### config.mk
export PLATFORM = sky130hd
export DESIGN_NAME = stepper_move_with_limits_unit
export DESIGN_NICKNAME = d
export VERILOG_FILES = /design/src/rtl/smwl_pkg.sv /design/src/rtl/stepper_move_with_limits_unit.sv
export SDC_FILE = /design/constraint.sdc
export NUM_CORES = 1
export LEC_CHECK = 0
export ABC_AREA = 0
export BUFFER_PORTS_ARGS = -buffer_cell sky130_fd_sc_hd__buf_4
export CAP_MARGIN = 20
export CORE_MARGIN = 2
export CORE_UTILIZATION = 50
export CTS_CLUSTER_DIAMETER = 150
export DETAILED_ROUTE_END_ITERATION = 6
export PLACE_DENSITY = 0.69
export SLEW_MARGIN = 10
export SYNTH_ARGS = -nofsm -noshare
export SYNTH_HDL_FRONTEND = slang
export SYNTH_SLANG_ARGS = --single-unit
### constraint.sdc
create_clock -name clk -period 4.9 [get_ports clk]
set_clock_uncertainty 0.05 [all_clocks]
set_input_delay 0.49 -clock clk [delete_from_list [all_inputs] [get_ports clk]]
set_output_delay 0.49 -clock clk [all_outputs]
set_load 0.05 [all_outputs]
### src/rtl/smwl_pkg.sv
// Shared types, codes and constants for the stepper move-with-limits unit.
package smwl_pkg;

    // Fixed field widths
    localparam int CMD_W        = 2;
    localparam int STEP_W       = 32;
    localparam int REASON_W     = 2;
    localparam int MODE_W       = 3;
    localparam int CFG_IDX_W    = 1;
    localparam int CFG_DATA_W   = 16;

    // Parameter defaults
    localparam int COUNT_BITS_DEF = 32;
    localparam int DELAY_BITS_DEF = 16;

    // Register reset values
    localparam logic [CFG_DATA_W-1:0] HALF_PERIOD_RST = 16'd10;
    localparam logic                  MICRO_FINE_RST  = 1'b1;

    // Register indexes
    typedef enum logic [CFG_IDX_W-1:0] {
        REG_HALF_PERIOD = 1'b0,
        REG_MICRO_FINE  = 1'b1
    } cfg_reg_t;

    // Command codes; the spare code behaves as a tick
    typedef enum logic [CMD_W-1:0] {
        CMD_TICK  = 2'd0,
        CMD_MOVE  = 2'd1,
        CMD_CAL   = 2'd2,
        CMD_SPARE = 2'd3
    } cmd_t;

    // Stop reasons
    typedef enum logic [REASON_W-1:0] {
        RSN_DONE  = 2'd0,
        RSN_SOFT  = 2'd1,
        RSN_FRONT = 2'd2,
        RSN_BACK  = 2'd3
    } reason_t;

    // Pulse phase of the current step
    typedef enum logic [1:0] {
        PH_IDLE = 2'd0,
        PH_HIGH = 2'd1,
        PH_LOW  = 2'd2
    } phase_t;

    localparam logic [MODE_W-1:0] MODE_FINE = 3'd7;
    localparam logic [MODE_W-1:0] MODE_FULL = 3'd0;

    // One result item
    typedef struct packed {
        logic               step_line;
        logic               dir_line;
        logic [MODE_W-1:0]  mode_lines;
        logic               busy_res;
        logic               finished;
        reason_t            stop_reason;
        logic [STEP_W-1:0]  steps_moved;
    } res_t;

endpackage

### src/rtl/stepper_move_with_limits_unit.sv
// Top level of the stepper step/direction pulse generator with limit switches.
//
// Usage:
//   Input channel (in_valid/in_ready) carries one item per transfer: a tick of
//   time (cmd TICK) or a command (MOVE with a signed step count, CAL with a
//   direction), plus the limit switch levels and the soft stop request.
//   Every input item produces exactly one result item on the output channel
//   (out_valid/out_ready): step and direction line levels, mode lines, busy,
//   a one-item finished pulse, the stop reason and the signed steps moved.
//   Configuration writes (cfg_valid/cfg_ready, cfg_index, cfg_data) set the
//   half period in ticks and the microstep mode; cfg_ready is always high.
// Timing:
//   Each result is registered into the result register, or into the skid
//   register while the receiver stalls. One item is accepted every cycle
//   while the skid register is empty; the whole state update is a single
//   registered pass. The two-entry output stage keeps in_ready high for one
//   extra item on a stall; in_ready drops only when both entries are full.
// Reset:
//   rst_n clears the motion state and the output stage, and sets the half
//   period to 10 ticks and the mode lines to fine.
module stepper_move_with_limits_unit
    import smwl_pkg::*;
#(
    parameter int COUNT_BITS = COUNT_BITS_DEF,
    parameter int DELAY_BITS = DELAY_BITS_DEF
)
(
    input  logic                     clk,
    input  logic                     rst_n,
    // configuration
    input  logic                     cfg_valid,
    output logic                     cfg_ready,
    input  logic [CFG_IDX_W-1:0]     cfg_index,
    input  logic [CFG_DATA_W-1:0]    cfg_data,
    // input items
    input  logic                     in_valid,
    output logic                     in_ready,
    input  logic [CMD_W-1:0]         cmd,
    input  logic signed [STEP_W-1:0] step_count,
    input  logic                     direction,
    input  logic                     front_limit,
    input  logic                     back_limit,
    input  logic                     stop_request,
    // result items
    output logic                     out_valid,
    input  logic                     out_ready,
    output logic                     step_line,
    output logic                     dir_line,
    output logic [MODE_W-1:0]        mode_lines,
    output logic                     busy_res,
    output logic                     finished,
    output logic [REASON_W-1:0]      stop_reason,
    output logic signed [STEP_W-1:0] steps_moved
);

    localparam int CNT_W = COUNT_BITS - 1;
    localparam logic [CNT_W-1:0] COUNT_MAX = {CNT_W{1'b1}};

    // Configuration registers
    logic [CFG_DATA_W-1:0] half_period_reg;
    logic                  micro_fine_reg;

    // Motion state
    logic                  active_reg,   active_next;
    logic                  cal_reg,      cal_next;
    logic                  back_reg,     back_next;
    logic [CNT_W-1:0]      left_reg,     left_next;
    logic [CNT_W-1:0]      done_reg,     done_next;
    phase_t                phase_reg,    phase_next;
    logic [DELAY_BITS-1:0] tick_reg,     tick_next;
    logic                  stop_reg,     stop_next;
    reason_t               reason_reg,   reason_next;

    // Output stage
    res_t                  out_reg;
    res_t                  skid_reg;
    logic                  out_valid_reg;
    logic                  skid_valid_reg;

    logic                  in_xfer;
    logic                  fin;
    logic                  do_check;
    logic                  end_cmd;
    reason_t               chk_reason;
    logic [31:0]           hp_wide;
    logic [DELAY_BITS-1:0] hp;
    logic [STEP_W-1:0]     mag;
    logic [STEP_W-1:0]     done_ext;
    res_t                  res;

    assign cfg_ready = 1'b1;
    assign in_ready  = !skid_valid_reg;
    assign in_xfer   = in_valid && in_ready;

    // Half period seen at the tick counter width
    assign hp_wide = 32'(half_period_reg);
    assign hp      = hp_wide[DELAY_BITS-1:0];

    // Magnitude of the move count; it is saturated to the counter range when a move starts
    always_comb
    begin
        if (step_count[STEP_W-1])
        begin
            mag = STEP_W'(0) - step_count;
        end
        else
        begin
            mag = step_count;
        end
    end

    // Compute next motion state for the item on the input ports
    always_comb
    begin
        active_next = active_reg;
        cal_next    = cal_reg;
        back_next   = back_reg;
        left_next   = left_reg;
        done_next   = done_reg;
        phase_next  = phase_reg;
        tick_next   = tick_reg;
        stop_next   = stop_reg;
        reason_next = reason_reg;
        fin         = 1'b0;
        do_check    = 1'b0;
        end_cmd     = 1'b0;
        chk_reason  = RSN_DONE;

        if (active_reg && stop_request)
        begin
            stop_next = 1'b1;
        end

        if (!active_reg && (cmd inside {CMD_MOVE, CMD_CAL}))
        begin
            // start a command
            active_next = 1'b1;
            done_next   = '0;
            phase_next  = PH_IDLE;
            tick_next   = '0;
            stop_next   = 1'b0;
            if (cmd == CMD_MOVE)
            begin
                cal_next  = 1'b0;
                back_next = step_count[STEP_W-1];
                if (mag > STEP_W'(COUNT_MAX))
                begin
                    left_next = COUNT_MAX;
                end
                else
                begin
                    left_next = mag[CNT_W-1:0];
                end
            end
            else
            begin
                cal_next  = 1'b1;
                back_next = direction;
                left_next = '0;
            end
        end
        else if ((cmd inside {CMD_TICK, CMD_SPARE}) && active_reg)
        begin
            // advance the pulse timing
            case (phase_reg)
                PH_HIGH:
                begin
                    if (tick_reg >= hp)
                    begin
                        phase_next = PH_LOW;
                        tick_next  = DELAY_BITS'(1);
                    end
                    else
                    begin
                        tick_next = tick_reg + DELAY_BITS'(1);
                    end
                end
                PH_LOW:
                begin
                    if (tick_reg >= hp)
                    begin
                        phase_next = PH_IDLE;
                        tick_next  = '0;
                        if (done_reg < COUNT_MAX)
                        begin
                            done_next = done_reg + CNT_W'(1);
                        end
                        if (!cal_reg && left_reg != '0)
                        begin
                            left_next = left_reg - CNT_W'(1);
                        end
                        do_check = 1'b1;
                    end
                    else
                    begin
                        tick_next = tick_reg + DELAY_BITS'(1);
                    end
                end
                default:
                begin
                    phase_next = PH_IDLE;
                    do_check   = 1'b1;
                end
            endcase

            // run the checks before the next step
            if (do_check)
            begin
                if (!cal_reg && left_next == '0)
                begin
                    end_cmd    = 1'b1;
                    chk_reason = RSN_DONE;
                end
                else if (stop_next)
                begin
                    end_cmd    = 1'b1;
                    chk_reason = RSN_SOFT;
                end
                else if (!back_reg && front_limit)
                begin
                    end_cmd    = 1'b1;
                    chk_reason = RSN_FRONT;
                end
                else if (back_reg && back_limit)
                begin
                    end_cmd    = 1'b1;
                    chk_reason = RSN_BACK;
                end
                else
                begin
                    phase_next = PH_HIGH;
                    tick_next  = DELAY_BITS'(1);
                end

                if (end_cmd)
                begin
                    active_next = 1'b0;
                    fin         = 1'b1;
                    reason_next = chk_reason;
                    phase_next  = PH_IDLE;
                    tick_next   = '0;
                end
            end
        end
    end

    // Build the result item from the updated state
    assign done_ext = STEP_W'(done_next);

    always_comb
    begin
        res.step_line   = (phase_next == PH_HIGH);
        res.dir_line    = back_next;
        res.mode_lines  = micro_fine_reg ? MODE_FINE : MODE_FULL;
        res.busy_res    = active_next;
        res.finished    = fin;
        res.stop_reason = reason_next;
        res.steps_moved = back_next ? (STEP_W'(0) - done_ext) : done_ext;
    end

    // Configuration registers
    always_ff @(posedge clk or negedge rst_n)
    begin
        if (!rst_n)
        begin
            half_period_reg <= HALF_PERIOD_RST;
            micro_fine_reg  <= MICRO_FINE_RST;
        end
        else if (cfg_valid && cfg_ready)
        begin
            case (cfg_index)
                REG_HALF_PERIOD: half_period_reg <= cfg_data;
                REG_MICRO_FINE:  micro_fine_reg  <= cfg_data[0];
                default:         ;
            endcase
        end
    end

    // Motion state registers
    always_ff @(posedge clk or negedge rst_n)
    begin
        if (!rst_n)
        begin
            active_reg <= 1'b0;
            cal_reg    <= 1'b0;
            back_reg   <= 1'b0;
            left_reg   <= '0;
            done_reg   <= '0;
            phase_reg  <= PH_IDLE;
            tick_reg   <= '0;
            stop_reg   <= 1'b0;
            reason_reg <= RSN_DONE;
        end
        else if (in_xfer)
        begin
            active_reg <= active_next;
            cal_reg    <= cal_next;
            back_reg   <= back_next;
            left_reg   <= left_next;
            done_reg   <= done_next;
            phase_reg  <= phase_next;
            tick_reg   <= tick_next;
            stop_reg   <= stop_next;
            reason_reg <= reason_next;
        end
    end

    // Output stage valid bits: hold on stall, spill into the skid entry
    always_ff @(posedge clk or negedge rst_n)
    begin
        if (!rst_n)
        begin
            out_valid_reg  <= 1'b0;
            skid_valid_reg <= 1'b0;
        end
        else if (in_xfer)
        begin
            if (!out_valid_reg || out_ready)
            begin
                out_valid_reg <= 1'b1;
            end
            else
            begin
                skid_valid_reg <= 1'b1;
            end
        end
        else if (out_valid_reg && out_ready)
        begin
            out_valid_reg  <= skid_valid_reg;
            skid_valid_reg <= 1'b0;
        end
    end

    // Output stage payload
    always_ff @(posedge clk)
    begin
        if (in_xfer)
        begin
            if (!out_valid_reg || out_ready)
            begin
                out_reg <= res;
            end
            else
            begin
                skid_reg <= res;
            end
        end
        else if (out_valid_reg && out_ready && skid_valid_reg)
        begin
            out_reg <= skid_reg;
        end
    end

    assign out_valid   = out_valid_reg;
    assign step_line   = out_reg.step_line;
    assign dir_line    = out_reg.dir_line;
    assign mode_lines  = out_reg.mode_lines;
    assign busy_res    = out_reg.busy_res;
    assign finished    = out_reg.finished;
    assign stop_reason = out_reg.stop_reason;
    assign steps_moved = out_reg.steps_moved;

    // Skid entry is only ever filled behind a full result register
    a_skid_behind_out: assert property (@(posedge clk) disable iff (!rst_n)
        skid_valid_reg |-> out_valid_reg)
        else $error("skid entry valid while result register empty");

    // A finishing result never reports busy
    a_fin_not_busy: assert property (@(posedge clk) disable iff (!rst_n)
        out_valid_reg |-> !(out_reg.finished && out_reg.busy_res))
        else $error("finished and busy on the same result");

    // Pulse timing only runs while a command is active
    a_phase_active: assert property (@(posedge clk) disable iff (!rst_n)
        (phase_reg != PH_IDLE) |-> active_reg)
        else $error("pulse phase running while idle");

    // State changes only on an input transfer
    a_state_hold: assert property (@(posedge clk) disable iff (!rst_n)
        !in_xfer |=> $stable(active_reg) && $stable(done_reg))
        else $error("motion state changed without an input transfer");

endmodule
# ---- Word level (Yosys, flattened, before mapping)
# Index checks and enable logic that the tools add are counted.
dict set report totals {
  wordCells 157
  regBits 187
}
dict set report op_classes {
  magnitude_cmp 3
  bitwise_logic 2
  n_mux 80
  n_addsub 5
  reduce_logical 32
  n_eq_ne 8
}
# operator n
set ops {}
lappend ops {{31-bit two-way mux} 14}
lappend ops {{16-bit two-way mux} 10}
lappend ops {{41-bit two-way mux} 3}
lappend ops {{32-bit two-way mux} 2}
lappend ops {{2-bit two-way mux} 18}
lappend ops {{32-bit by 31-bit > comparator with 1-bit output, second input constant} 1}
lappend ops {{16-bit one-hot mux with 2 select lines} 1}
lappend ops {{1-bit by 31-bit subtractor with 32-bit output, first input constant} 1}
lappend ops {{1-bit by 32-bit subtractor with 32-bit output, first input constant} 1}
lappend ops {{31-bit by 1-bit adder with 31-bit output, second input constant} 1}
lappend ops {{31-bit zero test} 1}
lappend ops {{31-bit < comparator, second input constant} 1}
lappend ops {{31-bit nonzero test} 1}
lappend ops {{31-bit by 1-bit subtractor with 31-bit output, second input constant} 1}
lappend ops {{1-bit two-way mux} 29}
lappend ops {{16-bit by 1-bit adder with 16-bit output, second input constant} 1}
lappend ops {{16-bit >= comparator} 1}
lappend ops {{2-bit AND reduction} 8}
lappend ops {{1-bit logical AND} 10}
lappend ops {{2-bit nonzero test} 5}
lappend ops {{2-bit by 1-bit equality test with 1-bit output, second input constant} 3}
lappend ops {{2-bit equality test, second input constant} 3}
lappend ops {{1-bit zero test} 5}
lappend ops {{2-bit one-hot mux with 2 select lines} 1}
lappend ops {{7 further kinds} 8}

# ---- Longest topological paths before layout
dict set report logic_depth {
  word_depth 20
  ltp_mapped 19
}

# ---- Worst setup path after synthesis
# No wires, ideal clock.
dict set report synth_path {
  kind {input port to flip-flop}
  from {input cmd[1]}
  to {register out_reg, in the netlist steps_moved[28] (data pin)}
  arrival_ps 4139
  required_time_ps 4711
  setup_slack_ps 572
  cell_stages 18
  cell_sequence {inv_1 > ha_1 > inv_1 > ha_1 > clkbuf_1 > clkbuf_1 > clkbuf_1 > clkbuf_1 > buf_1 > a21oi_1 > inv_1 > ha_1 > o21ai_0 > nand4b_2 > or2_2 > buf_1 > or4_1 > nand3_1}
}
dict set report synth_via {
  elab_chain_len 9
  word_cells_on_any_way 16
  classes_between {1 x add/sub; 3 x eq/ne; 7 x mux; 5 x reduce/logical}
}
# element line
set synth_lines {}
lappend synth_lines {{start: declaration} stepper_move_with_limits_unit.sv:38} ;# input logic [CMD_W-1:0] cmd,
lappend synth_lines {{2-bit equality test / 2-bit zero test (equally long branches)} stepper_move_with_limits_unit.sv:162} ;# else if ((cmd inside {CMD_TICK, CMD_SPARE}) && active_reg)
lappend synth_lines {{2-bit nonzero test} stepper_move_with_limits_unit.sv:162}
lappend synth_lines {{1-bit logical AND} stepper_move_with_limits_unit.sv:162}
lappend synth_lines {{31-bit two-way mux} stepper_move_with_limits_unit.sv:162}
lappend synth_lines {{31-bit two-way mux} stepper_move_with_limits_unit.sv:134} ;# if (!active_reg && (cmd inside {CMD_MOVE, CMD_CAL}))
lappend synth_lines {{1-bit by 31-bit subtractor with 32-bit output} stepper_move_with_limits_unit.sv:258} ;# res.steps_moved = back_next ? (STEP_W'(0) - done_ext) : done_ext;
lappend synth_lines {{32-bit two-way mux *} stepper_move_with_limits_unit.sv:258}
lappend synth_lines {{41-bit two-way mux *} stepper_move_with_limits_unit.sv:339} ;# if (!out_valid_reg || out_ready)
lappend synth_lines {{41-bit two-way mux *} stepper_move_with_limits_unit.sv:337} ;# if (in_xfer)
lappend synth_lines {{end signal: assignment} stepper_move_with_limits_unit.sv:341} ;# out_reg <= res;
lappend synth_lines {{end signal: assignment} stepper_move_with_limits_unit.sv:350} ;# out_reg <= skid_reg;
lappend synth_lines {{end: declaration} stepper_move_with_limits_unit.sv:75} ;# res_t out_reg;
# Mark *: on every way between the ends. The rest lies on a longest branch, timed or not. The select of a mux whose other input is x is not followed.
# A chain may end at the register's enable or synchronous reset.

# ---- Final worst setup path
dict set report layout_path {
  from {register tick_reg[13]}
  to {register out_reg, in the netlist steps_moved[30] (data pin)}
}
dict set report layout_via {
  elab_chain_len 9
}
# element line
set layout_lines {}
lappend layout_lines {{start: declaration} stepper_move_with_limits_unit.sv:70} ;# logic [DELAY_BITS-1:0] tick_reg, tick_next;
lappend layout_lines {{start signal: assignment} stepper_move_with_limits_unit.sv:302} ;# tick_reg <= tick_next;
lappend layout_lines {{16-bit >= comparator *} stepper_move_with_limits_unit.sv:180} ;# if (tick_reg >= hp)
lappend layout_lines {{31-bit two-way mux *} stepper_move_with_limits_unit.sv:180}
lappend layout_lines {{31-bit two-way mux *} stepper_move_with_limits_unit.sv:165} ;# case (phase_reg)
lappend layout_lines {{31-bit two-way mux *} stepper_move_with_limits_unit.sv:162}
lappend layout_lines {{31-bit two-way mux *} stepper_move_with_limits_unit.sv:134}
lappend layout_lines {{1-bit by 31-bit subtractor with 32-bit output} stepper_move_with_limits_unit.sv:258}
lappend layout_lines {{32-bit two-way mux *} stepper_move_with_limits_unit.sv:258}
lappend layout_lines {{41-bit two-way mux *} stepper_move_with_limits_unit.sv:339}
lappend layout_lines {{41-bit two-way mux *} stepper_move_with_limits_unit.sv:337}
# Marked as above.

==> results by group <==
Run status
  – Outcome: complete, no violations

Timing
  – Clock period minus final worst setup slack: 4650 ps
  – Slew at the pin closest to its max-slew limit: 1000 ps
  – Aggregate negative setup slack: 0 ps
  – Setup repair after global routing missed its margin: no
  – Final setup vio count: 0
  – Share of the clock period used by the worst path after layout: 94.9%
  – Max-slew violations: 0
  – Count of endpoints failing hold in the final timing report: 0
  – Slew headroom: between 30 and 40%
  – Max Clk Rate: 0.215 GHz

Final layout
  – Area growth from synthesis to layout: 13.9%
  – Final standard cell utilization of the core: between 50% and 60%
  – Combined area of the multi-input logic cells: 0.00675 mm^2
  – Sequential Area: 0.00497 mm^2
  – Flip-flop count of the largest register, all copies and words added: 39
  – Net total in the final layout: 1587
  – Count of filler cells inserted in the layout: between 2000 and 2500
  – Antenna diode count: 0
  – Share of final-layout standard cells stronger than drive strength 1: 15.7%

Route
  – Overall routed net length: 33500 um
  – Via-per-instance ratio: 6.11
  – Remaining antenna violation count: 0
  – Average wire per standard cell: 18.2 um
  – Initial DRC Count: about 1100
  – Detailed Routing Iterations Pass 1: 6
  – DRC viols: 0
  – Via count: 11200

Die
  – Placeable core region: 0.0242 mm^2
  – I/O pin count: between 100 and 150
  – Die Y-Extent: 160 um
  – Starting Density: 50.6%
  – Chip width: 160 um
  – Cell row count: 57
  – Die outline area: about 0.026 mm^2

Synthesis
  – Post-synthesis share of cell area spent on xor and xnor gates: 5.52%
  – Post-synthesis register bit count: 183
  – Post-synthesis compound-gate area fraction: 19.9%
  – Share of async-settable or async-resettable flops after synthesis: between 50% and 60%
  – Dominant combinational cell family by area after synthesis: simple AND/OR/NAND/NOR gates
  – Combined area of all synthesized cells: 0.0122 mm^2
  – Simple-gate area share of the yosys netlist: roughly a quarter
  – Synth cell count leaders: sky130_fd_sc_hd__nand2_1 (198), sky130_fd_sc_hd__o21ai_0 (144), sky130_fd_sc_hd__nor2_1 (121), sky130_fd_sc_hd__dfrtp_1 (102), sky130_fd_sc_hd__a21oi_1 (92)
  – Post-synth EDFFs: 78
  – Multiplexer share of the synthesized area: around 3.2%
  – Leading register cell type out of synthesis: sky130_fd_sc_hd__dfrtp_1
  – Synthesized net count: 1519
  – Number of cells produced by synthesis: between 1000 and 1500
  – Sequential cell area fraction in the yosys report: 40.7%
  – Synthesis Warnings: 0
  – Most common cell in the synthesized netlist: sky130_fd_sc_hd__nand2_1
  – Most area-consuming cells after synthesis: sky130_fd_sc_hd__dfrtp_1 (21%), sky130_fd_sc_hd__edfxtp_1 (19%), sky130_fd_sc_hd__nand2_1 (6.1%), sky130_fd_sc_hd__o21ai_0 (5.9%), sky130_fd_sc_hd__a21oi_1 (3.8%)
  – Count of unique library cells instantiated by Yosys: 88
  – Average instance area after synthesis: 8.54 um^2
  – Post-synthesis adder-cell area fraction: 2.76%
  – Cell type contributing the most total cell area after synthesis: sky130_fd_sc_hd__dfrtp_1
  – Share of the synthesized area in the top cell type: 20.9%

Global routing
  – Leftover overflow at the end of global routing: 0
  – Wire length of the first global-routing pass: about 55000 um
  – Maximum number of pins on one net before global-route repair: 73
  – Total GRT Usage: between 20% and 30%
  – Number of global-route vias before repair: 10900
  – Number of antenna violations at the first check in global routing: 0

Min path
  – Type of the most critical hold path: in2async

Worst setup path
  – Worst-path fanout max: 29
  – Launching instance or port of the critical path: tick_reg[13]$_DFFE_PN0P_
  – Reg2reg start: tick_reg[13]$_DFFE_PN0P_
  – Arrival time at the worst endpoint: 4900 ps
  – Worst reg2reg path depth: 12
  – Required time at the worst-slack endpoint: 5150 ps
  – Type of the worst setup path: reg2reg
  – Critical path endpoint category: flip-flop
  – Category of the worst setup path launch point: flip-flop

Clock network
  – Clock root buffer master: sky130_fd_sc_hd__clkbuf_16
  – CTS buffer count: 17
  – Clock transition at the registers of the reported paths: 80 ps
  – # Post-CTS Setup Buffers: 0
  – Number of sinks handled by clock tree synthesis: 183
  – Clock tree from TritonCTS: done
  – CTS Buffer Depth: 2
  – Clk Latency, worst-skew pair: approximately 450 ps
  – Level count of the clock H-tree: 4

Place
  – DPL Wire Length: ~24000 um
  – Final Wtd Congestion: 0.969
  – Count of buffers inserted at the top-level ports: 102

Power
  – VDD IR-drop max: 0.000242 V
  – Static leakage: roughly 5.6 nW
  – Total power divided by cell area: 500 mW/mm^2

Job
  – Reported max-cap violation count: 0
-- through the flow --
step	std cells	cell area, um^2	hold slack (ps)	power [mW]	setup slack (ps)
3_5_place_dp	1805	13400	434	5.59	370
5_1_grt	1837	13900	197	7.36	34.0
6_report	1837	13900	124	6.96	250
4_1_cts	1837	13900	169	6.95	315
2_1_floorplan	1432	12200	144	4.59	572
3_3_place_gp	1804	13300	425	5.53	518
-- cell usage in the layout, fill, tap and decap left out, types with 5 or more instances in the layout --
cell type / count
sky130_fd_sc_hd__o41ai_1: 7
sky130_fd_sc_hd__a21oi_1: 92
sky130_fd_sc_hd__nand3_1: 49
sky130_fd_sc_hd__a22o_1: 7
sky130_fd_sc_hd__nor2_1: 119
sky130_fd_sc_hd__or3_1: 18
sky130_fd_sc_hd__nand2_1: 197
sky130_fd_sc_hd__dfrtp_1: 102
sky130_fd_sc_hd__a22oi_1: 11
sky130_fd_sc_hd__clkbuf_16: 17
sky130_fd_sc_hd__a31oi_1: 11
sky130_fd_sc_hd__mux2i_1: 10
sky130_fd_sc_hd__nand4_1: 26
sky130_fd_sc_hd__inv_1: 42
sky130_fd_sc_hd__nor2b_1: 11
sky130_fd_sc_hd__nor3_1: 46
sky130_fd_sc_hd__o31ai_1: 33
sky130_fd_sc_hd__a311oi_1: 5
sky130_fd_sc_hd__nor4_1: 23
sky130_fd_sc_hd__and3_1: 10
sky130_fd_sc_hd__mux2_2: 26
sky130_fd_sc_hd__a21o_1: 12
sky130_fd_sc_hd__a211o_1: 6
sky130_fd_sc_hd__buf_4: 139
sky130_fd_sc_hd__edfxtp_1: 78
sky130_fd_sc_hd__xor2_1: 34
sky130_fd_sc_hd__or2_2: 12
sky130_fd_sc_hd__xnor2_1: 43
sky130_fd_sc_hd__and2_1: 7
sky130_fd_sc_hd__ha_1: 26
sky130_fd_sc_hd__o21a_1: 7
sky130_fd_sc_hd__nand2b_1: 9
sky130_fd_sc_hd__or4_1: 17
sky130_fd_sc_hd__o21ai_0: 144
sky130_fd_sc_hd__o22ai_1: 5
-- power by group --
part           total [mW]  internal (mW)  switching (mW)
Clock                1.36          0.721           0.638
Combinational        3.22           1.05            2.16
Sequential           2.38           2.07           0.315
-- critical path, stage by stage, from the launching register on --
cell	delay (ps)
sky130_fd_sc_hd__dfrtp_1	450
sky130_fd_sc_hd__ha_1	320
sky130_fd_sc_hd__nand4_1	110
sky130_fd_sc_hd__or2_1	280
sky130_fd_sc_hd__or4_4	590
sky130_fd_sc_hd__and2_4	260
sky130_fd_sc_hd__nor4b_1	490
sky130_fd_sc_hd__mux2i_1	230
sky130_fd_sc_hd__buf_4	160
sky130_fd_sc_hd__nand3b_4	130
sky130_fd_sc_hd__or4_1	720
sky130_fd_sc_hd__or4_1	600
sky130_fd_sc_hd__nand3_1	100
-- repair_timing --
| action | in CTS | in global routing |
|---|---|---|
| resized for setup | 0 | 1 |
| endpoints found under the setup margin | 0 | 1 |
| hold buffers | 0 | 0 |
-- layout make-up --
class / count / share of cell area, %
clock buffers: 20 / 3.21
multi-input cells: 1114 / 48.5
well taps: 324 / 2.91
flip-flops and latches: 183 / 35.7
clock inverters: 12 / 0.845
repair buffers: 140 / 7.64
inverters: 44 / 1.19
-- worst paths after layout --
path / end / slack (ps)
worst max-delay path: steps_moved[30]$_DFFE_PP_ / 250
min in group clk: half_period_reg[10]$_DFFE_PN0P_ / 200
worst min-delay path: half_period_reg[7]$_DFFE_PN0P_ / 120
max in group asynchronous: micro_fine_reg$_DFFE_PN1P_ / 3570
worst max register to register: steps_moved[30]$_DFFE_PP_ / 250
worst min register to register: tick_reg[15]$_DFFE_PN0P_ / 450
-- metal layers --
layer	wire length, um	track usage [%]
met4	921	9.99
met2	16400	45.7
met1	14600	34.0
met3	1620	3.23
met5	0	0
-- kinds of logic (layout without fill, tap and decap cells) --
logic type               Yosys count  count (layout)
multiplexers                      36              36
AND/OR/NAND/NOR                  582             582
XOR/XNOR                          77              77
flip-flops                       183             183
AO/OA/AOI/OAI                    391             391
other                              1               1
adder cells (fa/ha/maj)           27              27
buffers and inverters            135             216
Note: power is estimated with default switching activity, not from simulation.
